### config.mk
export PLATFORM = sky130hd
export DESIGN_NAME = gevd_queue
export DESIGN_NICKNAME = d
export VERILOG_FILES = /design/src/rtl/gevd_pkg.sv /design/src/rtl/gevd_queue.sv
export SDC_FILE = /design/constraint.sdc
export NUM_CORES = 1
export LEC_CHECK = 0
export ABC_AREA = 1
export BUFFER_PORTS_ARGS = -buffer_cell sky130_fd_sc_hd__buf_2
export CORE_MARGIN = 3
export CORE_UTILIZATION = 57
export CTS_BUF_LIST = sky130_fd_sc_hd__clkbuf_2 sky130_fd_sc_hd__clkbuf_4 sky130_fd_sc_hd__clkbuf_8
export DETAILED_ROUTE_END_ITERATION = 6
export PLACE_DENSITY = 0.95
export SYNTH_ARGS = -nofsm -noshare
export SYNTH_HDL_FRONTEND = slang
export SYNTH_SLANG_ARGS = --single-unit
### constraint.sdc
create_clock -name clk -period 2.8 [get_ports clk]
set_input_delay 0.28 -clock clk [delete_from_list [all_inputs] [get_ports clk]]
set_output_delay 0.28 -clock clk [all_outputs]
set_load 0.02 [all_outputs]
### src/rtl/gevd_pkg.sv
`default_nettype none
// ----------------------------------------------------------------------------
// gevd_pkg: shared constants and types for the grid edge vertex dedup block
// Field widths, epoch tagging constants, back end states and helpers.
// ----------------------------------------------------------------------------
package gevd_pkg;

  localparam int GRID_SIZE_DEF = 16;
  localparam int NUM_AXES      = 3;

  localparam int COORD_W = 20;
  localparam int FRAC_W  = 16;
  localparam int INT_W   = COORD_W - FRAC_W;
  localparam int INDEX_W = 14;

  localparam int IN_TDATA_W  = 64;
  localparam int OUT_TDATA_W = 80;
  localparam int OUT_TUSER_W = 2;

  localparam logic [FRAC_W-1:0] THRESH_RESET = 16'd65;

  // Table entries carry an epoch tag; tag zero never matches a live epoch.
  localparam int EPOCH_W = 8;
  localparam logic [EPOCH_W-1:0] EPOCH_FIRST = 8'd1;
  localparam logic [EPOCH_W-1:0] EPOCH_MAX   = 8'hFF;
  localparam logic [EPOCH_W-1:0] EPOCH_NONE  = 8'd0;

  localparam int QUEUE_DEPTH = 2;

  // Bit positions in out_tuser
  localparam int TUSER_IS_NEW = 0;
  localparam int TUSER_OOR    = 1;

  typedef enum logic [1:0] {
    AXIS_X,
    AXIS_Y,
    AXIS_Z
  } gevd_axis_t;

  typedef enum logic [1:0] {
    S_SWEEP,
    S_IDLE,
    S_READ,
    S_LOOK
  } gevd_state_t;

  function automatic int table_depth(input int grid);
    return NUM_AXES * grid * grid * grid;
  endfunction

  function automatic int addr_width(input int grid);
    return $clog2(NUM_AXES * grid * grid * grid);
  endfunction

  // Queue item: {pos_z, pos_y, pos_x, addr, out_of_range, new_mesh}
  function automatic int item_width(input int grid);
    return 3 * COORD_W + $clog2(NUM_AXES * grid * grid * grid) + 2;
  endfunction

endpackage
`default_nettype wire

### src/rtl/gevd_queue.sv
`default_nettype none
// ----------------------------------------------------------------------------
// gevd_queue: short FIFO between the classifier and the table engine
// Lets either side stall without holding up the other.
// ----------------------------------------------------------------------------
module gevd_queue #(
  parameter int WIDTH = 8,
  parameter int DEPTH = gevd_pkg::QUEUE_DEPTH
) (
  input  wire logic             clk,
  input  wire logic             rst_n,
  input  wire logic             push,
  input  wire logic [WIDTH-1:0] push_data,
  output logic                  ready,
  input  wire logic             pop,
  output logic [WIDTH-1:0]      head,
  output logic                  empty
);

  localparam int PW = (DEPTH > 1) ? $clog2(DEPTH) : 1;
  localparam int CW = $clog2(DEPTH + 1);

  logic [WIDTH-1:0] store_r [DEPTH];
  logic [PW-1:0]    wr_ptr_r, rd_ptr_r;
  logic [CW-1:0]    count_r;

  function automatic logic [PW-1:0] ptr_inc(input logic [PW-1:0] p);
    return (int'(p) == DEPTH - 1) ? '0 : p + 1'b1;
  endfunction

  assign ready = (int'(count_r) != DEPTH);
  assign empty = (count_r == '0);
  assign head  = store_r[rd_ptr_r];

  always_ff @(posedge clk) begin
    if (push) begin
      store_r[wr_ptr_r] <= push_data;
    end
  end

  always_ff @(posedge clk) begin
    if (!rst_n) begin
      wr_ptr_r <= '0;
      rd_ptr_r <= '0;
      count_r  <= '0;
    end else begin
      if (push) begin
        wr_ptr_r <= ptr_inc(wr_ptr_r);
      end
      if (pop) begin
        rd_ptr_r <= ptr_inc(rd_ptr_r);
      end
      if (push && !pop) begin
        count_r <= count_r + 1'b1;
      end else if (pop && !push) begin
        count_r <= count_r - 1'b1;
      end
    end
  end

  a_count_bound: assert property (@(posedge clk) disable iff (!rst_n)
    int'(count_r) <= DEPTH)
    else $error("queue occupancy beyond depth");

endmodule
`default_nettype wire

# Word level (Yosys, flattened, before mapping)
# Memories as Yosys holds them, arrays and structs flattened. A register that Yosys moved wholly into a read port is not among the register bits.
# Index checks and enable logic that the tools add are counted.
[word_totals]
ff_bits = 4
ramBits = 16
rom_bits = 0
n_memories = 1
latch_bits = 0
inputBits = 12
output_inout_bits = 10
[memory_table]
columns = ["name", "words", "width", "read_ports", "rd_clocked_by_memory_dff", "write_ports", "line", "rtl"]
rows = [
  ["store_r", 2, 8, 1, 1, 1, "gevd_queue.sv:23", "logic [WIDTH-1:0] store_r [DEPTH];"],
]
[classes]
multipliers = 0
mux = 8
n_bitwise = 0
reduce_logical = 6
magnitude_cmp = 0
add_sub_neg = 4
n_div = 0
n_eq_ne = 1
shifts = 0
[op_table]
columns = ["op", "count"]
rows = [
  ["1-bit 2-to-1 mux", 6],
  ["2-bit 2-to-1 mux", 2],
  ["1-bit adder, second input constant", 2],
  ["2-bit by 1-bit adder with 2-bit output, second input constant", 1],
  ["1-bit logical AND", 2],
  ["1-bit logical NOT", 2],
  ["2-bit logical NOT", 1],
  ["2-bit != test, second input constant", 1],
  ["2-bit nonzero test", 1],
  ["2-bit by 1-bit subtractor with 2-bit output, second input constant", 1],
]

# Logic depth before layout (Yosys ltp)
[logic_depth]
word_depth = 4
mapped_depth = 8

# Worst setup path after synthesis
# No wires, ideal clock.
[synth_timing]
path_kind = "reg2out"
start = "reg (tool-made name)"
end = "out head[0]"
path_stages_with_launch = 3
setup_slack_ns = 1.738
t_required_ns = 2.520
arrival_ns = 0.782
cell_sequence = "dfxtp_1 > buf_6 > mux2_4"
[synth_lines]
columns = ["element", "line", "rtl"]
rows = [
  ["end, declared", "gevd_queue.sv:16", "output logic [WIDTH-1:0] head,"],
]

==> metrics.txt <==
# hold bufs at CTS=0; CTS clock-pin slew for the worst setup and hold paths=0.11 ns; maximum clock frequency=0.580 GHz; CTS H-tree lvls=1; cells along the critical path=mux2_4 > buf_2; largest net degree at the start of global routing=13; share of cells above drive strength 1=41.7%; LEAKAGE=0.442 nW; GRT Overall Usage=16.6%; Post-Syn Nets=73; synthesis-stage register bit count=21; Min-Delay Path Depth=1; delay-heaviest family, CP=flip-flops; global-route wire length before repair=2.28 mm; hpwl dp=1.10 mm; final hold viol count=0; vias in the first global route=505; area of the core=1350 sq um; chip width=44.4 microns; vias=492; max-cap viol count=0; Starting Density=62.4%; Least-Margin Pin Slew=0.665 ns; Clock Sink Count=21; site row count=13; sequential element share of the synthesized area=68.9%; status=completed; Slew headroom=55.5%; # IOs=22; worst hold margin=0.166 ns; critical path launch point type=flip-flop; Yosys cell types=14; Yosys warnings=0; grt total ovfl=0; mapped cell area=842 sq um; DR iter-0 viols=7; GPL Wtd Cong=0.591; Tmin final=1.72 ns; drt via density=4.97; # Post-CTS Setup Buffers=0; Power per Cell Area=608 nW/um^2; Mapped Avg Cell Area=14.0 sq um; HP Class=primary input to flip-flop; post-CTS sizing=0; Post-Syn Instances=60; RSZ-0062 raised after global routing=false; CTS tree=yes; Crit path depth=2; clock root cell=clkbuf_4; DIE HEIGHT=44.4 microns; latest clock arrival within the worst-skew pair=0.30 ns; drt wl/cell=13.6 microns; CTS buffer count=3; Final period util=61.6%; Final Routed Wirelength=1.35 mm; Setup TNS=0 ns; Post-route DRC=0; max-slew violations=0; Max clock buf depth=2; WP buf/inv=1; CP max stage delay=0.64 ns; critical path's slowest cell=dfxtp_1; n_diodes=0; crit path DAT=1.44 ns; CP max FO=8; WP data required=2.52 ns; final count of negative-setup-slack endpoints=0; TritonRoute pass-1 iters=4; Final nets=98; R2R depth=1; Crit Path Class=flip-flop to output port; antenna-violating nets left=0; initial antenna violation count=0; Area Overhead vs Synth=16.6%; Worst Setup End Kind=output port; clk_skew=0.00661 ns; die area=1970 sq um; I/O Buffers=21; worst vdd ir=0.000433 V
per-layer routing:
layer / track usage, % / wire length (microns) / vias up
li1: - / - / 250
met1: 20.3 / 535 / 216
met2: 28.8 / 716 / 22
met3: 2.44 / 78 / 4
met4: 7.23 / 19 / 0
met5: 0 / 0 / -
Yosys cell counts (all sizes together):
| cell | number | area [sq um] |
|---|---|---|
| nand2 | 9 | 36.3 |
| edfxtp | 16 | 480 |
| o21ai | 1 | 5.00 |
| dfxtp | 5 | 100 |
| inv | 8 | 30.0 |
| nand3 | 1 | 5.00 |
| nand4 | 1 | 6.26 |
| nor2 | 8 | 30.0 |
| a21oi | 1 | 5.00 |
| buf | 1 | 11.3 |
| ha | 1 | 12.5 |
| mux2 | 8 | 120 |
layout make-up:
type | instances | area, sq um
clock inverter | 1 | 5.00
timing repair buffer | 21 | 105
fill | 95 | 368
inverter | 8 | 30.0
tap | 15 | 18.8
multi-input combinational | 30 | 220
clock buffer | 3 | 22.5
sequential | 21 | 581
flip-flops by register name (all words and copies together) (netlist names), named ones only:
register	count
store_r	16
count_r	2
rd_ptr_r	1
wr_ptr_r	1
through the flow:
stage	instances	util (%)	power [mW]	setup slack [ns]	area, sq um
finish	99	72.8	0.597	1.08	982
global route	99	72.8	0.625	1.01	982
CTS	99	72.8	0.603	1.06	982
detailed placement	95	70.7	0.468	1.40	955
global placement	95	70.7	0.460	1.42	955
floorplan	60	-	0.436	1.74	842
cell usage in the layout (no fill, tap or decap), drive strengths merged:
master,instances
ha,1
a21oi,1
nand3,1
clkbuf,3
dfxtp,5
edfxtp,16
buf,21
clkinv,1
o21ai,1
inv,8
nand2,9
nor2,8
nand4,1
mux2,8
report_power, final:
part | internal, mW | total (mW) | leakage [nW] | switching, mW
registers | 0.356 | 0.368 | 0.192 | 0.0127
logic | 0.0404 | 0.0903 | 0.233 | 0.0499
clock network | 0.0531 | 0.139 | 0.0177 | 0.0857
cells by family (layout without fill, tap and decap cells):
group	after synthesis	count (layout)	share of synthesized area (%)
AND/OR/NAND/NOR	19	19	9.21
AO/OA/AOI/OAI	2	2	1.19
flip-flops	21	21	68.9
buffers and inverters	9	33	4.90
adder cells (fa/ha/maj)	1	1	1.49
multiplexers	8	8	14.3
worst paths after layout:
kind / end / start / slack (ns)
worst max register to register: store_r[0][6]$_DFFE_PP_ / wr_ptr_r$_SDFFE_PN0P_ / 1.57
worst min-delay path: store_r[0][0]$_DFFE_PP_ / push_data[0] / 0.17
worst max-delay path: head[0] / flip-flop / 1.08
worst min register to register: count_r[0]$_SDFFE_PN0P_ / count_r[0]$_SDFFE_PN0P_ / 0.52
Power figures use the tool's default switching activity.
