File: src/rtl/gevd_pkg.sv
`default_nettype none
// ----------------------------------------------------------------------------
// gevd_pkg: shared constants and types for the grid edge vertex dedup block
// Field widths, epoch tagging constants, back end states and helpers.
// ----------------------------------------------------------------------------
package gevd_pkg;

  localparam int GRID_SIZE_DEF = 16;
  localparam int NUM_AXES      = 3;

  localparam int COORD_W = 20;
  localparam int FRAC_W  = 16;
  localparam int INT_W   = COORD_W - FRAC_W;
  localparam int INDEX_W = 14;

  localparam int IN_TDATA_W  = 64;
  localparam int OUT_TDATA_W = 80;
  localparam int OUT_TUSER_W = 2;

  localparam logic [FRAC_W-1:0] THRESH_RESET = 16'd65;

  // Table entries carry an epoch tag; tag zero never matches a live epoch.
  localparam int EPOCH_W = 8;
  localparam logic [EPOCH_W-1:0] EPOCH_FIRST = 8'd1;
  localparam logic [EPOCH_W-1:0] EPOCH_MAX   = 8'hFF;
  localparam logic [EPOCH_W-1:0] EPOCH_NONE  = 8'd0;

  localparam int QUEUE_DEPTH = 2;

  // Bit positions in out_tuser
  localparam int TUSER_IS_NEW = 0;
  localparam int TUSER_OOR    = 1;

  typedef enum logic [1:0] {
    AXIS_X,
    AXIS_Y,
    AXIS_Z
  } gevd_axis_t;

  typedef enum logic [1:0] {
    S_SWEEP,
    S_IDLE,
    S_READ,
    S_LOOK
  } gevd_state_t;

  function automatic int table_depth(input int grid);
    return NUM_AXES * grid * grid * grid;
  endfunction

  function automatic int addr_width(input int grid);
    return $clog2(NUM_AXES * grid * grid * grid);
  endfunction

  // Queue item: {pos_z, pos_y, pos_x, addr, out_of_range, new_mesh}
  function automatic int item_width(input int grid);
    return 3 * COORD_W + $clog2(NUM_AXES * grid * grid * grid) + 2;
  endfunction

endpackage
`default_nettype wire

File: src/rtl/gevd_front.sv
`default_nettype none
// ----------------------------------------------------------------------------
// gevd_front: input acceptance and vertex classification
// Holds the threshold register, picks the edge axis, range-checks the integer
// parts and forms the table address, then pushes the item to the queue.
// ----------------------------------------------------------------------------
module gevd_front #(
  parameter int GRID_SIZE = gevd_pkg::GRID_SIZE_DEF
) (
  input  wire logic                            clk,
  input  wire logic                            rst_n,
  input  wire logic                            cfg_wr_en,
  input  wire logic [gevd_pkg::FRAC_W-1:0]     cfg_wr_data,
  input  wire logic                            in_tvalid,
  output logic                                 in_tready,
  input  wire logic [gevd_pkg::IN_TDATA_W-1:0] in_tdata,
  input  wire logic                            in_tuser,
  input  wire logic                            q_ready,
  input  wire logic                            sweeping,
  output logic                                 q_push,
  output logic [gevd_pkg::item_width(GRID_SIZE)-1:0] q_item
);

  localparam int CW     = gevd_pkg::COORD_W;
  localparam int FW     = gevd_pkg::FRAC_W;
  localparam int IW     = gevd_pkg::INT_W;
  localparam int ADDR_W = gevd_pkg::addr_width(GRID_SIZE);
  localparam int Vol    = GRID_SIZE * GRID_SIZE * GRID_SIZE;
  localparam int Plane  = GRID_SIZE * GRID_SIZE;

  logic [FW-1:0]       thresh_r;
  logic [CW-1:0]       pos_x, pos_y, pos_z;
  logic [IW-1:0]       ix, iy, iz;
  logic                oor;
  gevd_pkg::gevd_axis_t axis;
  logic [ADDR_W-1:0]   addr;

  always_ff @(posedge clk) begin
    if (!rst_n) begin
      thresh_r <= gevd_pkg::THRESH_RESET;
    end else if (cfg_wr_en) begin
      thresh_r <= cfg_wr_data;
    end
  end

  assign pos_x = in_tdata[CW-1:0];
  assign pos_y = in_tdata[2*CW-1:CW];
  assign pos_z = in_tdata[3*CW-1:2*CW];
  assign ix    = pos_x[CW-1:FW];
  assign iy    = pos_y[CW-1:FW];
  assign iz    = pos_z[CW-1:FW];

  always_comb begin
    oor = (int'(ix) >= GRID_SIZE) || (int'(iy) >= GRID_SIZE) || (int'(iz) >= GRID_SIZE);
    if (pos_y[FW-1:0] > thresh_r) begin
      axis = gevd_pkg::AXIS_Y;
    end else if (pos_z[FW-1:0] > thresh_r) begin
      axis = gevd_pkg::AXIS_Z;
    end else begin
      axis = gevd_pkg::AXIS_X;
    end
    addr = ADDR_W'(int'(axis) * Vol + int'(iz) * Plane + int'(iy) * GRID_SIZE + int'(ix));
  end

  // Hold off new vertices while the table is being swept
  assign in_tready = q_ready && !sweeping;
  assign q_push    = in_tvalid && in_tready;
  assign q_item    = {pos_z, pos_y, pos_x, addr, oor, in_tuser};

endmodule
`default_nettype wire

File: config.mk
export PLATFORM = sky130hd
export DESIGN_NAME = gevd_front
export DESIGN_NICKNAME = d
export VERILOG_FILES = /design/src/rtl/gevd_pkg.sv /design/src/rtl/gevd_front.sv
export SDC_FILE = /design/constraint.sdc
export NUM_CORES = 1
export LEC_CHECK = 0
export ABC_AREA = 1
export ABC_CLOCK_PERIOD_IN_PS = 3800
export BUFFER_PORTS_ARGS = -buffer_cell sky130_fd_sc_hd__buf_4
export CAP_MARGIN = 0
export CORE_MARGIN = 8
export CORE_UTILIZATION = 42
export DETAILED_ROUTE_END_ITERATION = 6
export PLACE_DENSITY = 0.91
export REMOVE_ABC_BUFFERS = 1
export SETUP_SLACK_MARGIN = 0.2
export SLEW_MARGIN = 5
export SYNTH_ARGS = -nofsm -noshare
export SYNTH_HDL_FRONTEND = slang
export SYNTH_SLANG_ARGS = --single-unit
File: constraint.sdc
create_clock -name clk -period 3.8 [get_ports clk]
set_input_delay 0.38 -clock clk [delete_from_list [all_inputs] [get_ports clk]]
set_output_delay 0.38 -clock clk [all_outputs]
set_load 0.03 [all_outputs]
# == After elaboration in Yosys (flattened, before gate mapping) ==
# Cells that the tools add are included.
# W data, S select, Z words.
# totals
regBits,16
in_bits,87
output_inout_bits,78
wordCells,11
# classes
add_sub_neg,3
order_cmp,2
muxes,2
n_reduce_logical,3
# ops
cell,n
$gt A16 B16 Y1,2
$add A14 B12 Y14,1
$add A14 B4 Y14,1
$add A14 B8 Y14,1
$mux W2,2
$logic_and A1 B1 Y1,2
$logic_not A1 Y1,1

# == Depth between registers and ports, before layout ==
# logic_depth
depth_word,6
mapped_depth,13

# == Worst setup path after synthesis ==
# No wires, ideal clock.
# synth_timing
kind,input port to output port
from,in in_tdata[31] in the netlist's numbering
to,out q_item[15] in the netlist's numbering
arrival_ns,1.613
path_slack_ns,1.807
path_stages,6
path_buffers,0
cell_sequence,ha_1 a21oi_1 nand2_1 a21oi_1 a21oi_2 nor2_1
# synth_between
elab_chain_len,5
# synth_lines
element,line_no,source
"start, declared",gevd_front.sv:16,"input wire logic [gevd_pkg::IN_TDATA_W-1:0] in_tdata,"
$gt A16 B16 Y1,gevd_front.sv:55,if (pos_y[FW-1:0] > thresh_r) begin
$mux W2,gevd_front.sv:55,
$add A14 B12 Y14,gevd_front.sv:62,addr = ADDR_W'(int'(axis) * Vol + int'(iz) * Plane + int'(iy) * GRID_SIZE + int'(ix));
$add A14 B8 Y14,gevd_front.sv:62,
$add A14 B4 Y14,gevd_front.sv:62,
"end, declared",gevd_front.sv:21,output logic [gevd_pkg::item_width(GRID_SIZE)-1:0] q_item
# Every way passes these cells.

# == Worst setup path after layout ==
# layout_timing
from,reg thresh_r[15]
to,out q_item[15] in the netlist's numbering
# layout_between
elab_chain_len,6
# layout_lines
element,line_no,source
"start, declared",gevd_front.sv:31,logic [FW-1:0] thresh_r;
"start signal, assigned",gevd_front.sv:40,thresh_r <= gevd_pkg::THRESH_RESET;
"start signal, assigned",gevd_front.sv:42,thresh_r <= cfg_wr_data;
$gt A16 B16 Y1,gevd_front.sv:57,end else if (pos_z[FW-1:0] > thresh_r) begin
$mux W2,gevd_front.sv:57,
$mux W2 (*),gevd_front.sv:55,
$add A14 B12 Y14 (*),gevd_front.sv:62,
$add A14 B8 Y14 (*),gevd_front.sv:62,
$add A14 B4 Y14 (*),gevd_front.sv:62,
# Every way passes the cells marked *; elsewhere a longest branch is shown, timed or not.

==> results.json <==
{
  "status": "finished, final reports clean",
  "cts_sinks": 16,
  "routed_via_density": 4.89,
  "reg_top3": "thresh_r (16)",
  "drtIter0Drc": 23,
  "cpMaxStageDelayCell": "dfxtp_1",
  "cap_viol_max_count": 0,
  "cts_root_buf": "clkbuf_8",
  "regMostFlops": "thresh_r",
  "total_power_uw": 563,
  "synth.most_common_cell": "buf_4",
  "num_antenna_cells": 0,
  "grt_pass1_vias": 1699,
  "dpl_worst_slack_ps": 1780,
  "drtAntennaViolNets": 0,
  "gp_congestion": 0.764,
  "cp.required_ps": 3420,
  "die_x_um": 83.2,
  "synth_mux_area_share_pct": 0,
  "seq_area_um2": 320,
  "area_growth_pct": 10.2,
  "synth_edf_count": 0,
  "async_reset_ff_share_pct": 0,
  "ys_top_cells_by_count": "74 x buf_4, 37 x nand2_1, 32 x ha_1",
  "fin_worst_skew_ps": 0,
  "synthAdderAreaFrac_pct": 21.1,
  "arrival_ps": 1750,
  "portBuffers": 89,
  "final.min_clock_period_ps": 2130,
  "fp.dieH_um": 83.2,
  "wire_per_inst_um": 17.5,
  "power.density_mw_per_mm2": 270,
  "wl_um": 5680,
  "antenna_found_initial": 0,
  "worst-path-buf-inv": 2,
  "synth_compound_area_share_pct": 13.5,
  "fin_crit_sh_pct": 56.1,
  "top_level_ports": 165,
  "cp_common_cell": "a21oi_1",
  "fin_ws_ps": 1670,
  "cp_max_fo": 3,
  "cp_cell_sequence": "inv_1, ha_1, a21oi_1, o21ai_0, a21oi_1, a21oi_2, nor2_1, buf_4",
  "synth_top_area_cell": "buf_4",
  "multiInputGateArea_um2": 893,
  "start_util_pct": 43.6,
  "setup_viol": 0,
  "yosysSeqAreaShare_pct": 16.9,
  "post-cts-setup-buffers": 0,
  "peakVddDrop_v": 0.000116,
  "syn_area_per_cell_um2": 7.35,
  "cts_max_level": 1,
  "drv_slew": 0,
  "rsz0062_at_grt": "false",
  "clkLatencyLatePin_ps": 240,
  "critical_path_class": "reg -> out",
  "clockBufferDepth": 2,
  "nFillCells": 442,
  "dr.pass1.iters": 4,
  "yosys.area_share.simple_pct": 12.3,
  "final_layout_size_suffix_gt1_share_pct": 36.4,
  "start_kind": "flip-flop",
  "crit_family": "compound AO/OA/AOI/OAI gates",
  "synth-xor-area-share_pct": 0,
  "cts_buffers": 3,
  "synth_top_area_share_pct": 29.3,
  "largest_register_ffs": 16,
  "gr-total-overflow": 0,
  "netlist_instances": 258,
  "drc": 0,
  "rows": 24,
  "end_kind": "output port",
  "grt_pass1_wl_um": 8650,
  "synth.top_cells.by_area": "buf_4 29%, ha_1 21%, dfxtp_1 17%",
  "leakage_uw": 0.00110,
  "die_area_mm2": 0.00692,
  "ctsResizeCount": 0,
  "core_area_mm2": 0.00435,
  "yosys_most_used_dff": "dfxtp_1",
  "synthDistinctLibCells": 23,
  "max_freq_mhz": 469,
  "place_inst": 321,
  "nets": 393,
  "fin_cells": 324,
  "cpPeakStageDelay_ps": 310,
  "synth_top_family_by_area": "buffers and inverters",
  "post-dp-hpwl_um": 5020,
  "yosys_warnings": 0,
  "synth_area_mm2": 0.00190,
  "track_usage_pct": 15.4,
  "ys_ff_latch": 16,
  "hold_buffers": 0,
  "clk_pin_slew_ps": 60,
  "grt_max_degree": 30,
  "cts_tree": "built",
  "min_path_type": "in -> reg",
  "routed-via-count": 1583,
  "final.setup.tns_ps": 0,
  "hold_violations": 0
}
## layout by cell type (no fill, tap or decap), drive strengths merged
cell     n
a21o     1
a21oi   29
buf     89
clkbuf   3
clkinv   1
conb     1
dfxtp   16
ha      32
inv     26
nand2   37
nand3    3
nand4    2
nor2    11
nor3     1
nor3b    1
o211ai   1
o21a     1
o21ai   17
## routing by layer
metal | routed length (um) | vias to the layer above | part of all wire, % | global-route usage [%]
met1 | 2270 | 675 | 40 | 16.3
met4 | 20 | 2 | 0.35 | 2.72
li1 | - | 790 | - | -
met3 | 874 | 6 | 15 | 11.6
met2 | 2470 | 110 | 43 | 23.3
met5 | 46 | - | 0.81 | 7.58
## cells by family after synthesis
kind of cell | count (synthesis)
buffers and inverters | 105
and+or+nand+nor | 55
DFF | 16
adders and majority gates | 32
AOI/OAI and AO/OA | 49
other | 1
## per-stage QoR
| step | util [%] | hold slack (ps) | instance area (um^2) |
|---|---|---|---|
| after floorplan | - | 456 | 1320 |
| after global placement | 47.0 | 477 | 2050 |
| after detailed placement | 47.0 | 484 | 2050 |
| after CTS | 48.0 | 351 | 2090 |
| after global routing | 48.0 | 355 | 2090 |
| final | 48.0 | 349 | 2090 |
## final timing paths
path / from / to / slack (ps) / cells after the start
setup / recovery: thresh_r[15]$_SDFFE_PN0P_ / q_item[15] / 1670 / 8
hold reg to reg: thresh_r[10]$_SDFFE_PN0P_ / thresh_r[10]$_SDFFE_PN0P_ / 490 / 2
setup reg to reg: thresh_r[1]$_SDFFE_PN0P_ / thresh_r[1]$_SDFFE_PN0P_ / 3180 / 2
hold / removal: cfg_wr_data[0] / thresh_r[0]$_SDFFE_PN1P_ / 350 / 3
## cell type report
class / instances / share of cell area (%)
Multi-Input combinational cell: 137 / 42.8
Tap cell: 52 / 3.11
Clock buffer: 3 / 1.98
Inverter: 27 / 4.85
Sequential cell: 16 / 15.3
Timing Repair Buffer: 89 / 32.0
## power breakdown
| part | leakage (uW) | internal, uW | total [uW] | switching [uW] |
|---|---|---|---|---|
| registers | 0.000133 | 180 | 183 | 3.31 |
| clock network | 0.0000216 | 70.2 | 128 | 57.6 |
| logic | 0.000949 | 110 | 253 | 143 |
| total | 0.00110 | 360 | 563 | 204 |
## worst min-delay path, stage by stage
cell and delay (ps):
buf_4 70, nand2_1 40, nand3_1 60
(Power assumes the default switching activity.)
